`src/hw/rtl/fsub_pkg.sv`:
```
// Shared types, constants and helpers for the first substring match block.
`default_nettype none
package fsub_pkg;

    localparam int PATTERN_MAX    = 32;
    localparam int INDEX_BITS     = 32;
    localparam int LEN_BITS       = 6;
    localparam int POS_BITS       = $clog2(PATTERN_MAX);
    localparam int PATTERN_BITS   = PATTERN_MAX * 8;
    localparam int CFG_INDEX_BITS = 3;
    localparam int CFG_DATA_BITS  = 64;

    localparam logic [INDEX_BITS-1:0] COUNT_MAX = {INDEX_BITS{1'b1}};

    localparam logic [CFG_INDEX_BITS-1:0] REG_PATTERN_LENGTH  = 3'd0;
    localparam logic [CFG_INDEX_BITS-1:0] REG_PATTERN_BYTES_0 = 3'd1;
    localparam logic [CFG_INDEX_BITS-1:0] REG_PATTERN_BYTES_1 = 3'd2;
    localparam logic [CFG_INDEX_BITS-1:0] REG_PATTERN_BYTES_2 = 3'd3;
    localparam logic [CFG_INDEX_BITS-1:0] REG_PATTERN_BYTES_3 = 3'd4;

    typedef struct packed {
        logic shift;
        logic clear;
    } cell_ctrl_t;

    typedef struct packed {
        logic                  found;
        logic [INDEX_BITS-1:0] index;
    } result_t;

    function automatic logic [7:0] pattern_byte(input logic [PATTERN_BITS-1:0] pattern,
                                                input logic [POS_BITS-1:0]     pos);
        return pattern[8*pos +: 8];
    endfunction

endpackage
`default_nettype wire

```
`src/hw/rtl/first_substring_match.sv`:
```
// Top level of the first substring match block: config, cell chain and result queue.
//
// Usage:
//   Write pattern_length (index 0) and pattern_bytes_0..3 (index 1..4) on the cfg
//   channel; cfg_ready is always high. Stream source bytes on s_axis, one byte per
//   transaction, tlast on the final byte of a source. Each tlast transaction yields
//   one m_axis transaction: tuser = match found, tdata = first start index (0 when
//   not found).
// Timing:
//   One byte per cycle while the result queue has room. The new byte enters the 32-cell
//   window chain and all cells compare in parallel in the same cycle; the result is
//   registered into the result queue and shows on m_axis from its head entry.
// Reset:
//   Pattern length 1, pattern bytes zero, window, byte count and match latch clear.
//   The same per-source state clears after every tlast transaction.
// Stall:
//   Results wait in a two-entry queue; s_axis_tready drops only while both entries
//   are held by a stalled receiver.
`default_nettype none
module first_substring_match
    import fsub_pkg::*;
(
    input  wire logic                      clk,
    input  wire logic                      rst_n,
    input  wire logic                      cfg_valid,
    output logic                           cfg_ready,
    input  wire logic [CFG_INDEX_BITS-1:0] cfg_index,
    input  wire logic [CFG_DATA_BITS-1:0]  cfg_data,
    input  wire logic                      s_axis_tvalid,
    output logic                           s_axis_tready,
    input  wire logic [7:0]                s_axis_tdata,   // [7:0] source_byte
    input  wire logic                      s_axis_tlast,   // end of source mark
    output logic                           m_axis_tvalid,
    input  wire logic                      m_axis_tready,
    output logic [INDEX_BITS-1:0]          m_axis_tdata,   // [31:0] match_index
    output logic                           m_axis_tuser    // match_found
);

    logic [LEN_BITS-1:0]     length_reg;
    logic [LEN_BITS-1:0]     length_next;
    logic [PATTERN_BITS-1:0] pattern_reg;
    logic [PATTERN_BITS-1:0] pattern_next;
    logic [INDEX_BITS-1:0]   seen_reg;
    logic [INDEX_BITS-1:0]   seen_next;
    logic                    have_reg;
    logic                    have_next;
    logic [INDEX_BITS-1:0]   index_reg;
    logic [INDEX_BITS-1:0]   index_next;

    logic                    cfg_write;
    logic                    accept;
    logic                    advance;
    logic                    hit;
    logic                    queue_full;
    logic [LEN_BITS-1:0]     len_used;
    logic [INDEX_BITS-1:0]   seen_inc;
    logic                    new_have;
    logic [INDEX_BITS-1:0]   new_index;
    cell_ctrl_t              cell_ctrl;
    result_t                 result;
    result_t                 out_data;
    logic [7:0]              chain   [PATTERN_MAX+1];
    logic [PATTERN_MAX-1:0]  cell_eq;

    assign cfg_ready     = 1'b1;
    assign cfg_write     = cfg_valid && cfg_ready;
    assign s_axis_tready = !queue_full;
    assign accept        = s_axis_tvalid && s_axis_tready;
    assign advance       = accept && (seen_reg != COUNT_MAX);

    always_comb
    begin
        len_used = length_reg;
        if (length_reg == '0)
        begin
            len_used = LEN_BITS'(1);
        end
        else if (length_reg > LEN_BITS'(PATTERN_MAX))
        begin
            len_used = LEN_BITS'(PATTERN_MAX);
        end
    end

    always_comb
    begin
        length_next  = length_reg;
        pattern_next = pattern_reg;
        if (cfg_write)
        begin
            case (cfg_index)
                REG_PATTERN_LENGTH:  length_next = cfg_data[LEN_BITS-1:0];
                REG_PATTERN_BYTES_0: pattern_next[0*64 +: 64] = cfg_data;
                REG_PATTERN_BYTES_1: pattern_next[1*64 +: 64] = cfg_data;
                REG_PATTERN_BYTES_2: pattern_next[2*64 +: 64] = cfg_data;
                REG_PATTERN_BYTES_3: pattern_next[3*64 +: 64] = cfg_data;
                default:             length_next = length_reg;
            endcase
        end
    end

    assign cell_ctrl.shift = advance && !s_axis_tlast;
    assign cell_ctrl.clear = accept && s_axis_tlast;
    assign chain[0]        = s_axis_tdata[7:0];

    genvar k;
    generate
        for (k = 0; k < PATTERN_MAX; k++)
        begin : g_cell
            logic [POS_BITS-1:0] pos;
            logic                active;

            assign active = (LEN_BITS'(k) < len_used);
            assign pos    = POS_BITS'(len_used - LEN_BITS'(1) - LEN_BITS'(k));

            fsub_cell u_cell (
                .clk         (clk),
                .rst_n       (rst_n),
                .ctrl        (cell_ctrl),
                .byte_in     (chain[k]),
                .expect_byte (pattern_byte(pattern_reg, pos)),
                .active      (active),
                .byte_out    (chain[k+1]),
                .eq          (cell_eq[k])
            );
        end
    endgenerate

    assign seen_inc  = seen_reg + INDEX_BITS'(1);
    assign hit       = advance && !have_reg && (seen_inc >= INDEX_BITS'(len_used)) && (&cell_eq);
    assign new_have  = have_reg || hit;
    assign new_index = hit ? (seen_inc - INDEX_BITS'(len_used)) : index_reg;

    always_comb
    begin
        seen_next  = seen_reg;
        have_next  = have_reg;
        index_next = index_reg;
        if (accept && s_axis_tlast)
        begin
            seen_next  = '0;
            have_next  = 1'b0;
            index_next = '0;
        end
        else if (advance)
        begin
            seen_next  = seen_inc;
            have_next  = new_have;
            index_next = new_index;
        end
    end

    assign result.found = new_have;
    assign result.index = new_have ? new_index : '0;

    always_ff @(posedge clk or negedge rst_n)
    begin
        if (!rst_n)
        begin
            length_reg  <= LEN_BITS'(1);
            pattern_reg <= '0;
            seen_reg    <= '0;
            have_reg    <= 1'b0;
            index_reg   <= '0;
        end
        else
        begin
            length_reg  <= length_next;
            pattern_reg <= pattern_next;
            seen_reg    <= seen_next;
            have_reg    <= have_next;
            index_reg   <= index_next;
        end
    end

    fsub_out_queue u_out_queue (
        .clk       (clk),
        .rst_n     (rst_n),
        .push      (accept && s_axis_tlast),
        .push_data (result),
        .full      (queue_full),
        .out_valid (m_axis_tvalid),
        .out_ready (m_axis_tready),
        .out_data  (out_data)
    );

    assign m_axis_tdata = out_data.index;
    assign m_axis_tuser = out_data.found;

endmodule
`default_nettype wire

```
`src/hw/rtl/fsub_cell.sv`:
```
// One window cell: holds one source byte, passes it on and compares the arriving byte.
`default_nettype none
module fsub_cell
    import fsub_pkg::*;
(
    input  wire logic       clk,
    input  wire logic       rst_n,
    input  wire cell_ctrl_t ctrl,
    input  wire logic [7:0] byte_in,
    input  wire logic [7:0] expect_byte,
    input  wire logic       active,
    output logic      [7:0] byte_out,
    output logic            eq
);

    logic [7:0] byte_reg;
    logic [7:0] byte_next;

    always_comb
    begin
        byte_next = byte_reg;
        if (ctrl.clear)
        begin
            byte_next = 8'd0;
        end
        else if (ctrl.shift)
        begin
            byte_next = byte_in;
        end
    end

    always_ff @(posedge clk or negedge rst_n)
    begin
        if (!rst_n)
        begin
            byte_reg <= 8'd0;
        end
        else
        begin
            byte_reg <= byte_next;
        end
    end

    assign byte_out = byte_reg;
    assign eq       = !active || (byte_in == expect_byte);

endmodule
`default_nettype wire

```
`src/hw/rtl/fsub_out_queue.sv`:
```
// Two-entry result queue between the match logic and the output stream.
`default_nettype none
module fsub_out_queue
    import fsub_pkg::*;
(
    input  wire logic    clk,
    input  wire logic    rst_n,
    input  wire logic    push,
    input  wire result_t push_data,
    output logic         full,
    output logic         out_valid,
    input  wire logic    out_ready,
    output result_t      out_data
);

    result_t    slot0_reg;
    result_t    slot0_next;
    result_t    slot1_reg;
    result_t    slot1_next;
    logic [1:0] count_reg;
    logic [1:0] count_next;
    logic       pop;

    assign pop = (count_reg != 2'd0) && out_ready;

    always_comb
    begin
        slot0_next = slot0_reg;
        slot1_next = slot1_reg;
        count_next = count_reg;
        case ({push, pop})
            2'b10:
            begin
                if (count_reg == 2'd0)
                begin
                    slot0_next = push_data;
                end
                else
                begin
                    slot1_next = push_data;
                end
                count_next = count_reg + 2'd1;
            end
            2'b01:
            begin
                slot0_next = slot1_reg;
                count_next = count_reg - 2'd1;
            end
            2'b11:
            begin
                if (count_reg == 2'd1)
                begin
                    slot0_next = push_data;
                end
                else
                begin
                    slot0_next = slot1_reg;
                    slot1_next = push_data;
                end
            end
            default:
            begin
                count_next = count_reg;
            end
        endcase
    end

    always_ff @(posedge clk or negedge rst_n)
    begin
        if (!rst_n)
        begin
            count_reg <= 2'd0;
        end
        else
        begin
            count_reg <= count_next;
        end
    end

    always_ff @(posedge clk)
    begin
        slot0_reg <= slot0_next;
        slot1_reg <= slot1_next;
    end

    assign full      = (count_reg == 2'd2);
    assign out_valid = (count_reg != 2'd0);
    assign out_data  = slot0_reg;

endmodule
`default_nettype wire

```
`config.mk`:
```
export PLATFORM = sky130hd
export DESIGN_NAME = first_substring_match
export DESIGN_NICKNAME = d
export VERILOG_FILES = /design/src/hw/rtl/fsub_pkg.sv /design/src/hw/rtl/first_substring_match.sv /design/src/hw/rtl/fsub_cell.sv /design/src/hw/rtl/fsub_out_queue.sv
export SDC_FILE = /design/constraint.sdc
export NUM_CORES = 2
export LEC_CHECK = 0
export BUFFER_PORTS_ARGS = -buffer_cell sky130_fd_sc_hd__buf_2
export CORE_ASPECT_RATIO = 1.2
export CORE_UTILIZATION = 25
export CTS_BUF_LIST = sky130_fd_sc_hd__clkbuf_16
export DETAILED_ROUTE_END_ITERATION = 7
export SYNTH_ARGS = -nofsm -noshare
export SYNTH_HDL_FRONTEND = slang
export SYNTH_SLANG_ARGS = --single-unit
```
`constraint.sdc`:
```
create_clock -name clk -period 7.7 [get_ports clk]
set_input_delay 0.385 -clock clk [delete_from_list [all_inputs] [get_ports clk]]
set_output_delay 0.385 -clock clk [all_outputs]
set_load 0.1 [all_outputs]
```
==> results summary <==
The slack of the critical path came out at between 0.2 and 0.25 ns. The max-capacitance violation count came out at 0. The number of cells after detailed placement came out at 8444. The cell area after placement came out at 58930 um2. The number of hold violations in the final report is 1. The first global-routing pass estimated ~460000 um of wire. The flow ran to the end, but the final reports show violations.

The area growth from synthesis to layout is 16.25%. The total clock sinks came out at 643. The number of cells in the finished layout apart from fillers came out at 8659. The most used routing layer in global routing is met2.

The maximum net fanout on the critical path is 32. The total core area came out at 212500 um2. The final period demand of the worst path is 7.453 ns. The critical path runs through a total of 22 cells. The final setup skew came out at about 0.08 ns.

Clock tree synthesis selected as its root buffer the cell sky130_fd_sc_hd__clkbuf_16. The dominant cell type by area after synthesis is sky130_fd_sc_hd__dfrtp_1. Counting stages on the worst path, the most repeated cell is sky130_fd_sc_hd__buf_4. The number of clock buffers inserted by TritonCTS is 78.

The register with the most flip-flops in the layout has approximately 260 of them. At the pin with the least slew margin, the transition time is between 1 and 1.5 ns. Synthesis produced a netlist with a net count of 5807. Clock-pin slew was measured on the worst setup and hold paths at ~0.070 ns. The number of antenna-violating nets in the routed design is 0.

VDD sags by at most between 150 and 200 uV. The number of global-route vias before repair is 50950. Counting along the longest clock path gives a buffer depth of 3. The number of synthesized flops with an enable pin is 66. The total overflow reported by the global router came out at 0.

The final reports fail on hold timing. Entering global routing, the biggest net connects between 150 and 200 pins. The total power per unit cell area came out at 492.0 nW/um2.

The data required time of the worst path is 8.27 ns. The clock tree synthesis step divided the H-tree into 3 levels. The clock latency on the worst-skew pair came out at 0.79 ns.

The area fraction of the dominant cell type after synthesis is 0.2689. The total non-filler cell area in the finished layout came out at 62310 um2. The number of max-slew violations in the final report is 0. The worst setup path is of the reg -> reg kind. The area occupied by multi-input gates is 34930 um2. The initial antenna violation count came out at 23. The critical path data arrival time came out at 8.02 ns. The area enclosed by the die boundary came out at 216300 um2. The worst-case setup slack after placement came out at 0.3878 ns. The number of flip-flops and latches in the synthesized netlist came out at roughly 640. The largest individual stage delay along the critical path comes from the cell sky130_fd_sc_hd__mux2i_1. The most used flip-flop cell after synthesis is sky130_fd_sc_hd__dfrtp_1. The detailed router's first-iteration violation count is 7206. Among all cell types in the netlist, the one instantiated most often is sky130_fd_sc_hd__dfrtp_1. For this block, the via count after detailed routing is 54650.

Setup repair after global routing left no endpoint under its margin. The normalized max-slew margin came out at 0.05979. Grouping stages by cell kind, the critical path spends the most delay in simple AND/OR/NAND/NOR gates. The initial utilization of the core area, before any placement, comes to 0.2523. The number of cells upsized or downsized after cts is 0. After detailed routing, the number of remaining DRC violations is 0.

The worst hold margin is -0.002517 ns. In the routed layout, each cell is associated on average with a via count of 6.311. The width of the chip came out at 424.7 um.

The number of iterations in the first detailed-routing pass came out at 8. The number of placement rows is 185. The sequential cell area is between 15000 and 20000 um2. The HPWL after detailed placement came out at 265900 um. The layout cell share with drive strength beyond 1 is 0.2053. The worst hold path was traced through 2 stages.

The I/O pin count is 117. Of the available clock period, the critical path in the final layout requires 0.9680. The async set or reset register ratio after synthesis came out at 0.8974. Summing internal, switching and leakage power gives 30.66 mW.

The count of synthesis-stage warnings from yosys is 0. In the post-synthesis netlist, the biggest area contributors are sky130_fd_sc_hd__dfrtp_1 27%, sky130_fd_sc_hd__mux2_2 8.2%, sky130_fd_sc_hd__mux2i_1 7.9%. A synthesized cell averages approximately 9.4 um2. The number of buffers and inverters on the critical path came out at 5.

In the global route stage, met2 resource usage came out at 0.4700. The vertical die dimension is 509.3 um. Traced cell by cell, the critical path runs through nor4_4 > o21ai_4 > inv_2 > ha_4 > buf_4 > mux2i_1 > buf_4 > o2111a_1 > a211o_1 > o21ai_0 > o21ai_0 > xor2_1 > a21oi_1 > nor4_1 > a21oi_1 > or4_1 > or4_1 > nor4_4 > buf_4 > a2bb2oi_2 > buf_12 > o22ai_1. The reported leakage power is 25.12 nW.

Synthesis instantiated 98 different standard cells from the library. Ranked by instance count, the synthesized netlist is headed by 576 x sky130_fd_sc_hd__dfrtp_1, 424 x sky130_fd_sc_hd__mux2i_1, 389 x sky130_fd_sc_hd__mux2_2. The final routed wirelength across all metal layers is 340700 um.

STA classifies the critical path endpoint as a flop. The depth of the worst register-to-register path came out at 22. The global-route track usage on met3 came out at 0.07770. The startpoint type of the worst setup path is a flop. The summed instance area of the synthesized netlist is roughly 54000 um2.

The post-synthesis sequential area ratio is 0.3063. Setup violations remaining at the end of the flow were counted as 0. The global-route met1 utilization came out at 0.3609. In the final design database the tool counted 5888 nets. The TritonCTS clock tree is done. The filler cells instantiated in the layout total between 20000 and 25000. Across every metal layer, demand over resource in global routing totals 0.3052.

The final weighted congestion of routability-driven global placement came out at 1.089. The final setup TNS came out at 0 ns. The core utilization of the finished layout came out at 0.2933. The highest clock rate came out at 134.2 MHz. The routed wirelength normalized by instance count came out at ~39 um. The class of the worst hold path is in -> reg.

The cell count after synthesis is 5702. The number of input and output port buffers inserted is between 100 and 150. The largest incremental delay on the critical path is 0.71 ns.
==> logic make-up after synthesis <==
| family | share of synthesized area |
|---|---|
| adders and majority gates | 0.005742 |
| AOI/OAI and AO/OA | 0.2359 |
| other | 0.00006995 |
| xor gates and xnor gates | 0.07217 |
| DFF | 0.3063 |
| muxes | 0.2067 |
| buffers and inverters | 0.04738 |
| and+or+nand+nor | 0.1257 |
==> cell type report <==
class	count	area share
diodes	8	0.0003213
repair buffers	527	0.06879
well taps	2805	0.05632
multi-input cells	4428	0.5606
flip-flops and latches	643	0.2638
inverters	105	0.006425
clock inverters	65	0.01247
clock buffers	78	0.03132
==> cells in the final DEF (no fill, tap or decap), types with 107 or more instances in the layout <==
cell type and n:
sky130_fd_sc_hd__a211o_1 113, sky130_fd_sc_hd__a21oi_1 188, sky130_fd_sc_hd__a22o_1 249, sky130_fd_sc_hd__buf_2 114, sky130_fd_sc_hd__buf_4 313, sky130_fd_sc_hd__dfrtp_1 572, sky130_fd_sc_hd__inv_1 107, sky130_fd_sc_hd__mux2_2 389
sky130_fd_sc_hd__mux2i_1 424, sky130_fd_sc_hd__mux4_2 109, sky130_fd_sc_hd__nand2_1 297, sky130_fd_sc_hd__nand3_1 118, sky130_fd_sc_hd__nor2_1 272, sky130_fd_sc_hd__nor3_1 133, sky130_fd_sc_hd__o21ai_0 228, sky130_fd_sc_hd__o221ai_1 160
sky130_fd_sc_hd__o22ai_1 159, sky130_fd_sc_hd__xnor2_1 234, sky130_fd_sc_hd__xor2_1 202
==> metal layers <==
layer | part of all wire | vias up | wire, um
li1 | - | 22300 | -
met1 | 0.37 | 27950 | 127100
met4 | 0.098 | 12 | 33430
met5 | 0.00022 | - | 76
met2 | 0.44 | 3454 | 149000
met3 | 0.091 | 932 | 31110
==> worst register-to-register path, cell delays in order (launching register included) <==
cell	delay, ns
sky130_fd_sc_hd__dfrtp_4	0.64
sky130_fd_sc_hd__nor4_4	0.50
sky130_fd_sc_hd__o21ai_4	0.08
sky130_fd_sc_hd__inv_2	0.09
sky130_fd_sc_hd__ha_4	0.32
sky130_fd_sc_hd__buf_4	0.30
sky130_fd_sc_hd__mux2i_1	0.71
sky130_fd_sc_hd__buf_4	0.26
sky130_fd_sc_hd__o2111a_1	0.18
sky130_fd_sc_hd__a211o_1	0.16
sky130_fd_sc_hd__o21ai_0	0.15
sky130_fd_sc_hd__o21ai_0	0.39
sky130_fd_sc_hd__xor2_1	0.20
sky130_fd_sc_hd__a21oi_1	0.10
sky130_fd_sc_hd__nor4_1	0.59
sky130_fd_sc_hd__a21oi_1	0.40
sky130_fd_sc_hd__or4_1	0.61
sky130_fd_sc_hd__or4_1	0.56
sky130_fd_sc_hd__nor4_4	0.31
sky130_fd_sc_hd__buf_4	0.20
sky130_fd_sc_hd__a2bb2oi_2	0.18
sky130_fd_sc_hd__buf_12	0.21
sky130_fd_sc_hd__o22ai_1	0.13
==> final timing paths <==
kind	slack [ns]	to	startpoint
worst max-delay path	0.25	index_reg[11]	length_reg[1]
max in group asynchronous	5.33	pattern_reg[133]	rst_n
worst min register to register	0.50	g_cell[18].u_cell.byte_out[1]	g_cell[17].u_cell.byte_out[1]
worst max register to register	0.25	index_reg[11]	length_reg[1]
worst min-delay path	-0.003	pattern_reg[229]	cfg_data[37]
min in group asynchronous	0.27	g_cell[19].u_cell.byte_out[2]	rst_n
==> power by group <==
group / total [mW] / internal (mW) / switching (mW)
logic: 21.8 / 7.13 / 14.6
registers: 4.91 / 3.85 / 1.06
clock network: 3.98 / 2.24 / 1.74
==> repair_timing <==
action / in CTS / in global routing
hold buffers: 63 / 0
setup buffers: 0 / 0
endpoints found under the hold margin: 293 / 0
No activity file was read; power rests on OpenSTA's default activity.
